**src/rtl/core/microwire_eeprom_word_emulator_macros.svh**
```systemverilog
// Assertion macros used by the emulator's top-level RTL.
// Both macros sample on clk and are disabled while rst_n is low.
`ifndef MICROWIRE_EEPROM_WORD_EMULATOR_MACROS_SVH
`define MICROWIRE_EEPROM_WORD_EMULATOR_MACROS_SVH

`ifndef NO_ASSERTIONS
`define MEW_ASSERT_SAME(lbl, ante, cons, msg) \
    lbl: assert property (@(posedge clk) disable iff (!rst_n) (ante) |-> (cons)) \
        else $error(msg);
`define MEW_ASSERT_NEXT(lbl, ante, cons, msg) \
    lbl: assert property (@(posedge clk) disable iff (!rst_n) (ante) |=> (cons)) \
        else $error(msg);
`else
`define MEW_ASSERT_SAME(lbl, ante, cons, msg)
`define MEW_ASSERT_NEXT(lbl, ante, cons, msg)
`endif

`endif

```
**src/rtl/core/mew_pkg.sv**
```systemverilog
package mew_pkg;

    localparam int WORD_W     = 16;
    localparam int CMD_W      = 5;
    localparam int KIND_W     = 3;
    localparam int MASK_W     = 10;
    localparam int SHIFT_W    = 4;
    localparam int CFG_IDX_W  = 1;
    localparam int CFG_DATA_W = 3;

    localparam logic [CFG_IDX_W-1:0] REG_DEVICE_KIND = 1'd0;
    localparam logic [CFG_IDX_W-1:0] REG_FULL_MODE   = 1'd1;

    localparam logic [WORD_W-1:0] ERASED_WORD = 16'hFFFF;

    localparam logic [CMD_W-1:0] CMD_WDS      = 5'h10;
    localparam logic [CMD_W-1:0] CMD_WRAL     = 5'h11;
    localparam logic [CMD_W-1:0] CMD_ERAL     = 5'h12;
    localparam logic [CMD_W-1:0] CMD_WEN      = 5'h13;
    localparam logic [CMD_W-1:0] CMD_WRITE_LO = 5'h14;
    localparam logic [CMD_W-1:0] CMD_WRITE_HI = 5'h17;
    localparam logic [CMD_W-1:0] CMD_READ_LO  = 5'h18;
    localparam logic [CMD_W-1:0] CMD_READ_HI  = 5'h1B;
    localparam logic [CMD_W-1:0] CMD_ERASE_LO = 5'h1C;
    localparam logic [CMD_W-1:0] CMD_ERASE_HI = 5'h1F;

    typedef enum logic [2:0] {
        ST_CLEAR,
        ST_IDLE,
        ST_DECODE,
        ST_READ,
        ST_FILL
    } state_t;

    typedef enum logic [1:0] {
        ACT_NONE,
        ACT_READ,
        ACT_WRITE,
        ACT_FILL
    } action_t;

    typedef struct packed {
        logic load;
        logic apply;
        logic clear_step;
        logic fill_step;
        logic finish_blank;
        logic finish_read;
    } ctrl_cmd_t;

    typedef struct packed {
        action_t action;
        logic    clear_last;
        logic    fill_last;
    } dp_status_t;

    function automatic logic [MASK_W-1:0] kind_mask(input logic [KIND_W-1:0] kind);
        logic [MASK_W-1:0] m;
        unique case (kind)
            3'd1:    m = 10'h00F;
            3'd2:    m = 10'h03F;
            3'd3:    m = 10'h07F;
            3'd4:    m = 10'h0FF;
            3'd5:    m = 10'h1FF;
            3'd6:    m = 10'h3FF;
            default: m = 10'h000;
        endcase
        return m;
    endfunction

    function automatic logic [SHIFT_W-1:0] kind_shift(input logic [KIND_W-1:0] kind);
        logic [SHIFT_W-1:0] s;
        unique case (kind)
            3'd1, 3'd2: s = 4'd4;
            3'd3, 3'd4: s = 4'd6;
            3'd5, 3'd6: s = 4'd8;
            default:    s = 4'd0;
        endcase
        return s;
    endfunction

endpackage

```
**src/rtl/core/mew_ctrl.sv**
```systemverilog
module mew_ctrl (
    input  logic                clk,
    input  logic                rst_n,
    input  logic                start,
    input  mew_pkg::dp_status_t status,
    output mew_pkg::ctrl_cmd_t  cmd,
    output logic                busy
);
    import mew_pkg::*;

    state_t state_reg;
    state_t state_next;

    always_ff @(posedge clk or negedge rst_n)
    begin
        if (!rst_n)
        begin
            state_reg <= ST_CLEAR;
        end
        else
        begin
            state_reg <= state_next;
        end
    end

    always_comb
    begin
        state_next = state_reg;
        unique case (state_reg)
            ST_CLEAR:
            begin
                if (status.clear_last)
                begin
                    state_next = ST_IDLE;
                end
            end
            ST_IDLE:
            begin
                if (start)
                begin
                    state_next = ST_DECODE;
                end
            end
            ST_DECODE:
            begin
                unique case (status.action)
                    ACT_READ: state_next = ST_READ;
                    ACT_FILL: state_next = ST_FILL;
                    default:  state_next = ST_IDLE;
                endcase
            end
            ST_READ:
            begin
                state_next = ST_IDLE;
            end
            ST_FILL:
            begin
                if (status.fill_last)
                begin
                    state_next = ST_IDLE;
                end
            end
            default:
            begin
                state_next = ST_IDLE;
            end
        endcase
    end

    always_comb
    begin
        cmd  = '0;
        busy = 1'b1;
        unique case (state_reg)
            ST_CLEAR:
            begin
                cmd.clear_step = 1'b1;
            end
            ST_IDLE:
            begin
                busy     = 1'b0;
                cmd.load = start;
            end
            ST_DECODE:
            begin
                cmd.apply = 1'b1;
                // Reads and fills report from their own states.
                cmd.finish_blank = (status.action == ACT_NONE) ||
                                   (status.action == ACT_WRITE);
            end
            ST_READ:
            begin
                cmd.finish_read = 1'b1;
            end
            ST_FILL:
            begin
                cmd.fill_step    = 1'b1;
                cmd.finish_blank = status.fill_last;
            end
            default:
            begin
                busy = 1'b1;
            end
        endcase
    end

endmodule

```
**config.mk**
```make
export PLATFORM = sky130hd
export DESIGN_NAME = mew_ctrl
export DESIGN_NICKNAME = d
export VERILOG_FILES = /design/src/rtl/core/microwire_eeprom_word_emulator_macros.svh /design/src/rtl/core/mew_pkg.sv /design/src/rtl/core/mew_ctrl.sv
export SDC_FILE = /design/constraint.sdc
export NUM_CORES = 1
export LEC_CHECK = 0
export BUFFER_PORTS_ARGS = -buffer_cell sky130_fd_sc_hd__clkbuf_2
export CORE_AREA = 3 3 40 42
export CTS_CLUSTER_DIAMETER = 200
export DETAILED_ROUTE_END_ITERATION = 8
export DIE_AREA = 0 0 43 45
export SLEW_MARGIN = 20
export SYNTH_ARGS = -nofsm -noshare
export SYNTH_HDL_FRONTEND = slang
export SYNTH_SLANG_ARGS = --single-unit
```
**constraint.sdc**
```tcl
create_clock -name clk -period 1.8 [get_ports clk]
set_clock_uncertainty 0.2 [all_clocks]
set_input_delay 0.09 -clock clk [delete_from_list [all_inputs] [get_ports clk]]
set_output_delay 0.09 -clock clk [all_outputs]
set_load 0.05 [all_outputs]
```
==> results of run 1 <==
cells by family (layout without fill, tap and decap cells):
family          after synthesis  after routing
compound gates                4              4
mux                           3              3
buf+inv                       3             25
simple gates                 10             10
flops                         3              3
cell usage after synthesis:
cell / count
or4b_1: 1
nor2_1: 3
mux2_4: 1
nor3_1: 1
dfrtp_1: 3
a22o_1: 1
nor3b_2: 1
nand3b_1: 1
buf_6: 1
a21oi_1: 2
and3b_2: 1
mux2i_1: 2
and2_1: 1
nand2_1: 1
inv_1: 2
a32oi_1: 1
final timing paths:
path / start / endpoint / slack [ps] / cells after the start
max: state_reg[0] / cmd[1] / 100 / 4
min: status[0] / state_reg[2] / 130 / 4
min reg2reg: state_reg[2] / state_reg[1] / 420 / 1
min in group asynchronous: rst_n / state_reg[1] / 530 / 3
max in group asynchronous: rst_n / state_reg[2] / 730 / 3
max reg2reg: state_reg[2] / state_reg[0] / 330 / 3
power by group:
group          internal, mW  total [mW]  switching, mW
Sequential           0.0929       0.153         0.0597
Clock                0.0832       0.119         0.0362
Combinational         0.138       0.420          0.282
Total                 0.314       0.692          0.378
metrics by stage:
stage                     TNS [ps]  cells  area [µm²]
after detailed placement         0     50       309.0
final                            0     60       397.9
after global placement           0     50       309.0
after CTS                        0     60       395.4
after global routing       -0.2272     60       397.9
after floorplan             -61.94     23       236.5
per-layer routing:
metal / vias to the layer above / GRT usage, % / wire (µm)
li1: 128 / - / -
met1: 111 / 6.538 / 225
met2: 11 / 12.57 / 272
met3: 4 / 0 / 35
met4: 0 / 14.46 / 36
met5: - / 0 / 0
timing repair:
action	4_1_cts	5_1_grt
hold buffers	6	0
gates resized for setup	0	2
setup endpoints to repair	0	1
hold endpoints to repair	5	0
critical path, delay by kind of cell, from the launching register on:
| family | cells | cell delay, ps |
|---|---|---|
| buffers and inverters | 1 | 210 |
| DFF | 1 | 510 |
| and+or+nand+nor | 2 | 280 |
| AOI/OAI and AO/OA | 1 | 170 |
final cells by class:
cell class              count  area (µm²)  area share, %
multi-input cells          17       142.6          35.85
flip-flops and latches      3       75.07          18.87
inverters                   2       7.507          1.887
repair buffers             19       127.6          32.08
clock buffers               4       26.28          6.604
well taps                  15       18.77          4.717
==> run summary, run 1 <==
Run status -> completed
TritonCTS clock tree -> yes
Crit path capture type -> output pin
Arr. time, crit path -> 1410 ps
Worst skew pair latency -> 230 ps
CTS Buf Count -> 3
Area Growth Syn to Fin -> 78.65%
CP max-delay cell -> dfrtp_1
Portion of netlist area occupied by mux cells -> 15.73%
Peak supply drop -> 0.5619 mV
Clock root cell -> clkbuf_4
Largest net degree at the start of global routing -> 9
Post-synthesis simple-gate area fraction -> 29.78%
DR iter-0 viols -> 0
Hold Slack -> 130.4 ps
Post-route DRC -> 0
Cell variety after synth -> 16
Synth warnings -> 0
Top cell type by total area after synthesis -> dfrtp_1
Post-synth top area share -> 33.71%
Least-Margin Pin Slew -> 314.2 ps
Final Util -> 30.96%
Flip-flop count of the largest register after layout -> 3
Leading cell type in the layout, fill and taps excluded -> clkbuf_2
Global-route usage over all layers -> 7.756%
Worst EP required -> 1510 ps
CP Class -> flop to output pin
Initial antenna violation count -> 0
First-pass GRT wire length -> 993 µm
Port Buffers -> 13
Syn nets -> 30
Largest stage delay, worst path -> 510 ps
Max Slew Vio Count -> 0
Layout cell share with drive strength beyond 1 -> 46.67%
Vias in the first global route -> 280
Grt total ovfl -> 0
Max FO, Critical Path -> 8
Largest family of logic cells by synthesized area -> simple AND/OR/NAND/NOR gates
Synth top area cells -> dfrtp_1, mux2i_1, mux2_4
Vias per inst -> 4.233
Fin crit share -> 94.25%
Post-Route WL -> 569 µm
Syn Inst Count -> 23
Sequential area share after synthesis -> 33.71%
Num rows -> 13
Die span in y -> 45 µm
Fillers -> 136
#FFs+latches synth -> 3
Post-synthesis compound-gate area fraction -> 12.36%
CP startpoint kind -> flop
Starting Density -> 17.33%
P per Cell Area -> 1740 nW/µm²
Final Critical Period -> 1696 ps
Antenna Cells -> 0
# Max-Cap Violations -> 0
Clk sinks -> 3
Slew margin rel. -> 79.05%
Ports -> 14
Fmax achieved -> 589.5 MHz
Area of the die -> 1935 µm²
Synth Area in XOR/XNOR -> 0%
Tot Pwr -> 0.6923 mW
Mapped cell area -> 222.7 µm²
Crit path cell chain -> nor2_1 > and2_1 > a22o_1 > clkbuf_4
Final Net Count -> 53
Clock transition at path regs -> 30 ps
Most frequent cells in the layout -> clkbuf_2, dlygate4sd3_1, clkbuf_4, dfrtp_1
Final setup margin -> 103.5 ps
Worst Hold Class -> input port to flop
Syn Area/Cell -> 9.683 µm²
Die X-Extent -> 43 µm
Via count -> 254
Leakage -> 0.1966 nW
Core area -> 1285 µm²
Max clock buf depth -> 2
CTS H-tree lvls -> 1
Placer Congestion -> 0.7034
Final setup fails -> 0
Wirelength per Cell -> 9.483 µm
Adder-cell share of the synthesized area -> 0%
Final Hold Viols -> 0
Postcts setup bufs -> 0
DR pass1 iterations -> 1
Placement Setup Slack -> 307.5 ps
Final ANT Viol Nets -> 0
No activity file was read; power rests on OpenSTA's default activity.
==> run 2: changes to the inputs <==
--- a/config.mk
+++ b/config.mk
@@ -10,6 +10,8 @@
 export CTS_CLUSTER_DIAMETER = 200
 export DETAILED_ROUTE_END_ITERATION = 8
 export DIE_AREA = 0 0 43 45
+export RECOVER_POWER = 100
+export SETUP_SLACK_MARGIN = 0.5
 export SLEW_MARGIN = 20
 export SYNTH_ARGS = -nofsm -noshare
 export SYNTH_HDL_FRONTEND = slang
==> run 2 against run 1 <==
Critical path depth decreased by 1. Flip-flop and latch count unchanged. The flow now finishes with violations (hold timing). Worst hold slack got worse by 180 ps. Register-to-register slack got worse by 80 ps. Sequential power decreased by 9%. Global-route usage increased by 0.67 points.
==> run summary, run 2 (synthesis results as in run 1) <==
Peak supply drop -> 0.6895 mV (+23%)
Flip-flop count of the largest register after layout -> 3 (unchanged)
CTS Buf Count -> 3 (unchanged)
Critical path buffers and inverters -> 2 (+1)
Slew margin rel. -> 81.63% (+2.6 points)
Hold Crit Depth -> 3 (-1)
Vias in the first global route -> 262 (-6.4%)
Failing checks -> hold timing
Clock root cell -> clkbuf_4
Area Growth Syn to Fin -> 136.0%
Global-route usage over all layers -> 8.431% (+0.67 points)
Port Buffers -> 13 (unchanged)
Initial antenna violation count -> 0 (unchanged)
Crit path capture type -> output pin
Fin cells -> 65 (+8.3%)
Final Critical Period -> 1620 ps (-76.59 ps)
Leading cell type in the layout, fill and taps excluded -> clkbuf_2
Worst Hold Path EP -> state_reg[1]
Max FO, Critical Path -> 7 (-1)
Placement Setup Slack -> 262.5 ps (-44.99 ps)
Post-Route WL -> 722 µm (+27%)
Max clock buf depth -> 2 (unchanged)
Combinational Power Share -> 71.5% (+11 points)
CP max-delay cell -> dfrtp_1
TritonCTS clock tree -> yes
Reg2Reg Setup Slack -> 250 ps (-80 ps)
Run status -> finished with violations
Fillers -> 129 (-5.1%)
Clock power frac -> 13.1% (-4.1 points)
Fmax achieved -> 617.3 MHz (+4.7%)
Multi-input gate area -> 160.2 µm² (+12%)
Core area -> 1285 µm² (unchanged)
Least-Margin Pin Slew -> 276.7 ps (-37.53 ps)
Hold_buf cts -> 5 (-1)
Worst EP required -> 1510 ps (about the same)
Die X-Extent -> 43 µm (unchanged)
Die span in y -> 45 µm (unchanged)
Hold Slack -> -45.60 ps (-176.0 ps)
DR iter-0 viols -> 0 (unchanged)
Clk sinks -> 3 (unchanged)
Clock transition at path regs -> 40 ps (about the same)
CTS H-tree lvls -> 1 (unchanged)
Worst skew pair latency -> 230 ps (about the same)
Largest stage delay, worst path -> 460 ps (-50 ps)
Register area -> 75.07 µm² (unchanged)
Placer Congestion -> 0.6779 (-3.6%)
# Max-Cap Violations -> 0 (unchanged)
Layout cell share with drive strength beyond 1 -> 56.00% (+9.3 points)
CP startpoint kind -> flop
Switching Fraction -> 47.16% (-7.5 points)
Wirelength per Cell -> 11.11 µm (+17%)
Final ANT Viol Nets -> 0 (unchanged)
Fin crit share -> 89.99% (-4.3 points)
Hold_sp -> status[3]
Grt total ovfl -> 0 (unchanged)
Final setup margin -> 180.1 ps (+76.59 ps)
Dpl hpwl -> 435.4 µm
Starting Density -> 17.33% (unchanged)
Flop pwr share -> 15.4% (-6.7 points)
Max Slew Vio Count -> 0 (unchanged)
Num rows -> 13 (unchanged)
Setup TNS -> 0 ps (unchanged)
Final Net Count -> 58 (+9.4%)
R2R Path End -> state_reg[0]
Arr. time, crit path -> 1330 ps (-80 ps)
Psw -> 0.4262 mW (+13%)
Worst r2r src -> state_reg[2]
Largest net degree at the start of global routing -> 8 (-1)
Cell internal pwr -> 0.4775 mW (+52%)
Cell count after placement -> 50 (unchanged)
Antenna Cells -> 0 (unchanged)
Final Hold Viols -> 1 (+1)
Vias per inst -> 4.369 (+3.2%)
First-pass GRT wire length -> 1076 µm (+8.4%)
Leakage -> 0.2526 nW (+28%)
Post-route DRC -> 0 (unchanged)
Unrepaired setup endpoints after global routing -> true
Crit path cell chain -> buf_4 > nor3_4 > clkbuf_2
CP Launch Point -> state_reg[2]
Reg2reg path depth -> 4 (+1)
Ports -> 14 (unchanged)
Most frequent cells in the layout -> clkbuf_2, dlygate4sd3_1, clkbuf_4
DR pass1 iterations -> 1 (unchanged)
P per Cell Area -> 1720 nW/µm² (-1.2%)
Top delay family on crit path -> buffers and inverters
Area of the die -> 1935 µm² (unchanged)
Via count -> 284 (+12%)
Worst Hold Class -> input port to flop
Final setup fails -> 0 (unchanged)
CP Class -> flop to output pin
[run 2: power by group through the flow]
stage / sequential [mW] / clock (mW) / combinational, mW
floorplan: 0.124 / 0 / 0.384
global placement: 0.155 / 0 / 0.413
CTS: 0.151 / 0.126 / 0.641
detailed placement: 0.154 / 0 / 0.416
global route: 0.147 / 0.138 / 0.680
finish: 0.139 / 0.118 / 0.646
[run 2: timing repair]
item                                   CTS  global route
resized for setup                       23             3
endpoints found under the hold margin    5             1
pin swaps                                4             1
buffers inserted                         4             2
setup endpoints to repair               10            10
[run 2: final cells by class]
class,instances,area share [%]
multi-input cells,17,30.48
flip-flops and latches,3,14.29
inverters,2,1.429
repair buffers,24,45.24
clock buffers,4,5.000
well taps,15,3.571
[run 2: through the flow]
| stage | utilization [%] | cell area (µm²) | hold WS [ps] | power, mW |
|---|---|---|---|---|
| 2_1_floorplan | - | 240.2 | -405.6 | 0.5081 |
| 3_3_place_gp | 24.34 | 312.8 | -310.8 | 0.5687 |
| 3_5_place_dp | 24.34 | 312.8 | -311.6 | 0.5703 |
| 4_1_cts | 41.09 | 528.0 | -64.13 | 0.9182 |
| 5_1_grt | 40.90 | 525.5 | -42.17 | 0.9645 |
| 6_report | 40.90 | 525.5 | -45.60 | 0.9036 |
[run 2: worst register-to-register path, stage by stage (launching register included)]
cell and delay, ps:
dfrtp_1 480, clkbuf_4 200, mux2i_1 180, a32oi_1 100, mux2_4 270
[run 2: how the worst max path moves through the flow]
stage	to	slack, ps	depth (start not counted)
2_1_floorplan	state_reg[0]	-4	4
3_3_place_gp	cmd[1]	280	4
3_5_place_dp	cmd[1]	260	4
4_1_cts	cmd[1]	240	3
5_1_grt	cmd[3]	100	3
6_report	cmd[3]	180	3
[run 2: routing by layer]
metal,share of wire [%],wire length (µm),global-route usage (%),vias to the layer above
met5,0,0,0,-
met4,3.2,23,12.65,0
met3,6.0,43,1.992,2
met2,53,385,12.28,9
met1,37,270,8.252,135
li1,-,-,-,138
==> run 3: changes to the inputs <==
--- a/config.mk
+++ b/config.mk
@@ -6,10 +6,10 @@
 export NUM_CORES = 1
 export LEC_CHECK = 0
 export BUFFER_PORTS_ARGS = -buffer_cell sky130_fd_sc_hd__clkbuf_2
-export CORE_AREA = 3 3 40 42
+export CORE_AREA = 2 2 39 41
 export CTS_CLUSTER_DIAMETER = 200
 export DETAILED_ROUTE_END_ITERATION = 8
-export DIE_AREA = 0 0 43 45
+export DIE_AREA = 0 0 41 43
 export RECOVER_POWER = 100
 export SETUP_SLACK_MARGIN = 0.5
 export SLEW_MARGIN = 20
==> run 3 against run 2 <==
The flow still finishes with violations (hold timing). First-iteration DRC count rose by 3. Sequential share of layout area rose by 0.59 points. Sequential power rose by 9%. Flip-flop and latch count did not move. Wire length fell by 0.69%. Register-to-register slack got worse by 20 ps. Total power rose by 2.8%. Clock power rose by 4%. Combinational power rose by 1%. Largest power group unchanged.
==> run summary, run 3 (synthesis results as in run 1) <==
Final Hold Viols -> 1 (unchanged)
Reg2Reg Setup Slack -> 230 ps (-20 ps)
Worst EP required -> 1510 ps (about the same)
Vias per inst -> 4.358 (-0.25%)
Arr. time, crit path -> 1310 ps (-20 ps)
Fmax achieved -> 623.6 MHz (+1.0%)
Final setup fails -> 0 (unchanged)
Clk sinks -> 3 (unchanged)
Largest net degree at the start of global routing -> 8 (unchanged)
Least-Margin Pin Slew -> 290.9 ps (+14.21 ps)
Flip-flop count of the largest register after layout -> 3 (unchanged)
DR iter-0 viols -> 3 (+3)
R2R Path End -> state_reg[0]
Max FO, Critical Path -> 4 (-3)
Max Slew Vio Count -> 0 (unchanged)
Hold_buf cts -> 4 (-1)
CTS H-tree lvls -> 1 (unchanged)
CP max-delay cell -> dfrtp_1
Wirelength per Cell -> 10.70 µm (-3.7%)
Die span in y -> 43 µm (-4.4%)
Failing checks -> hold timing
P per Cell Area -> 1812 nW/µm² (+5.4%)
Final Critical Period -> 1604 ps (-16.18 ps)
Post-route DRC -> 0 (unchanged)
Worst r2r src -> state_reg[2]
Multi-input gate area -> 170.2 µm² (+6.2%)
Fillers -> 147 (+14%)
Flop pwr share -> 16.3% (+0.9 points)
Unrepaired setup endpoints after global routing -> true
CP Launch Point -> state_reg[0]
Max clock buf depth -> 2 (unchanged)
Vias in the first global route -> 299 (+14%)
Area Growth Syn to Fin -> 130.3%
Final setup margin -> 196.3 ps (+16.17 ps)
Run status -> finished with violations
Grt total ovfl -> 0 (unchanged)
Setup TNS -> 0 ps (unchanged)
# Max-Cap Violations -> 0 (unchanged)
Placer Congestion -> 0.7133 (+5.2%)
Largest stage delay, worst path -> 480 ps (+20 ps)
Antenna Cells -> 0 (unchanged)
Switching Fraction -> 48.03% (+0.87 points)
CP startpoint kind -> flop
Die X-Extent -> 41 µm (-4.7%)
Leakage -> 0.2480 nW (-1.8%)
Peak supply drop -> 0.6967 mV (+1.0%)
Core area -> 1384 µm² (+7.7%)
Final ANT Viol Nets -> 0 (unchanged)
Ports -> 14 (unchanged)
First-pass GRT wire length -> 1235 µm (+15%)
Port Buffers -> 13 (unchanged)
TritonCTS clock tree -> yes
Register area -> 76.32 µm² (+1.7%)
Starting Density -> 16.09% (-1.2 points)
DR pass1 iterations -> 4 (+3)
Cell internal pwr -> 0.4830 mW (+1.2%)
Placement Setup Slack -> 249.0 ps (-13.54 ps)
Area of the die -> 1763 µm² (-8.9%)
Global-route usage over all layers -> 11.09% (+2.7 points)
Worst Hold Class -> input port to flop
CTS Buf Count -> 3 (unchanged)
Fin crit share -> 89.10% (-0.90 points)
Hold Slack -> -46.15 ps (-0.5461 ps)
Psw -> 0.4464 mW (+4.7%)
Combinational Power Share -> 70.5% (-1.0 points)
Num rows -> 14 (+1)
Most frequent cells in the layout -> clkbuf_2, clkbuf_4, dlygate4sd3_1, buf_4
Crit path cell chain -> nor2_4 > and2_4 > a22o_2 > clkbuf_8
Clock transition at path regs -> 40 ps (about the same)
Slew margin rel. -> 80.61% (-1.0 points)
Cell count after placement -> 51 (+2.0%)
CP Class -> flop to output pin
Dpl hpwl -> 414.6 µm (-4.8%)
Reg2reg path depth -> 4 (unchanged)
Critical path endpoint -> cmd[1]
Clock power frac -> 13.2% (about the same)
Worst skew pair latency -> 240 ps (about the same)
Via count -> 292 (+2.8%)
Crit path capture type -> output pin
Final Net Count -> 59 (+1.7%)
Clock root cell -> clkbuf_4
Post-Route WL -> 717 µm (-0.69%)
Initial antenna violation count -> 0 (unchanged)
Fin cells -> 67 (+3.1%)
Layout cell share with drive strength beyond 1 -> 68.63% (+13 points)
Leading cell type in the layout, fill and taps excluded -> clkbuf_2
==> run 3: metal layers <==
metal | GRT usage, % | vias to the layer above | wire, µm
li1 | - | 141 | -
met1 | 11.40 | 140 | 272
met2 | 15.94 | 9 | 390
met3 | 4.712 | 2 | 38
met4 | 10.00 | 0 | 16
met5 | 0 | - | 0
==> run 3: cell type report <==
class | count | area share (%)
Timing Repair Buffer | 25 | 41.46
Multi-Input combinational cell | 17 | 33.17
Sequential cell | 3 | 14.88
Clock buffer | 4 | 5.122
Tap cell | 16 | 3.902
Inverter | 2 | 1.463
==> run 3: per-stage QoR <==
step / cell area (µm²) / total power [mW] / hold WS [ps] / utilization, %
2_1_floorplan: 240.2 / 0.5081 / -405.6 / -
3_3_place_gp: 314.1 / 0.5660 / -313.9 / 22.69
3_5_place_dp: 314.1 / 0.5690 / -314.1 / 22.69
4_1_cts: 533.0 / 0.9481 / -50.46 / 38.52
5_1_grt: 513.0 / 0.9810 / -29.29 / 37.07
6_report: 513.0 / 0.9294 / -46.15 / 37.07
==> run 3: worst min-delay path by stage <==
stage                     depth (start not counted)  slack [ps]      endpoint      start
after floorplan                                   0        -410  state_reg[0]      rst_n
final                                             3         -50  state_reg[1]  status[3]
after CTS                                         3         -50  state_reg[1]  status[3]
after global routing                              3         -30  state_reg[1]  status[3]
after detailed placement                          1        -310  state_reg[0]      rst_n
after global placement                            1        -310  state_reg[0]      rst_n
==> run 3: timing repair <==
action	CTS	global route
gates resized for setup	24	6
endpoints found under the setup margin	10	10
pin swaps	7	2
endpoints found under the hold margin	6	1
cloned	0	0
buffers inserted	7	1
==> run 3: worst max-delay path: cells and delay by family, from the launching register on <==
family	cells	cell delay [ps]
buffers and inverters	1	170
flip-flops	1	480
AO/OA/AOI/OAI	1	200
AND/OR/NAND/NOR	2	230
==> run 3: power groups by stage <==
| stage | sequential [mW] | combinational [mW] | clock [mW] |
|---|---|---|---|
| floorplan | 0.124 | 0.384 | 0 |
| global placement | 0.155 | 0.411 | 0 |
| detailed placement | 0.156 | 0.413 | 0 |
| CTS | 0.148 | 0.673 | 0.127 |
| global route | 0.161 | 0.687 | 0.134 |
| finish | 0.152 | 0.655 | 0.123 |
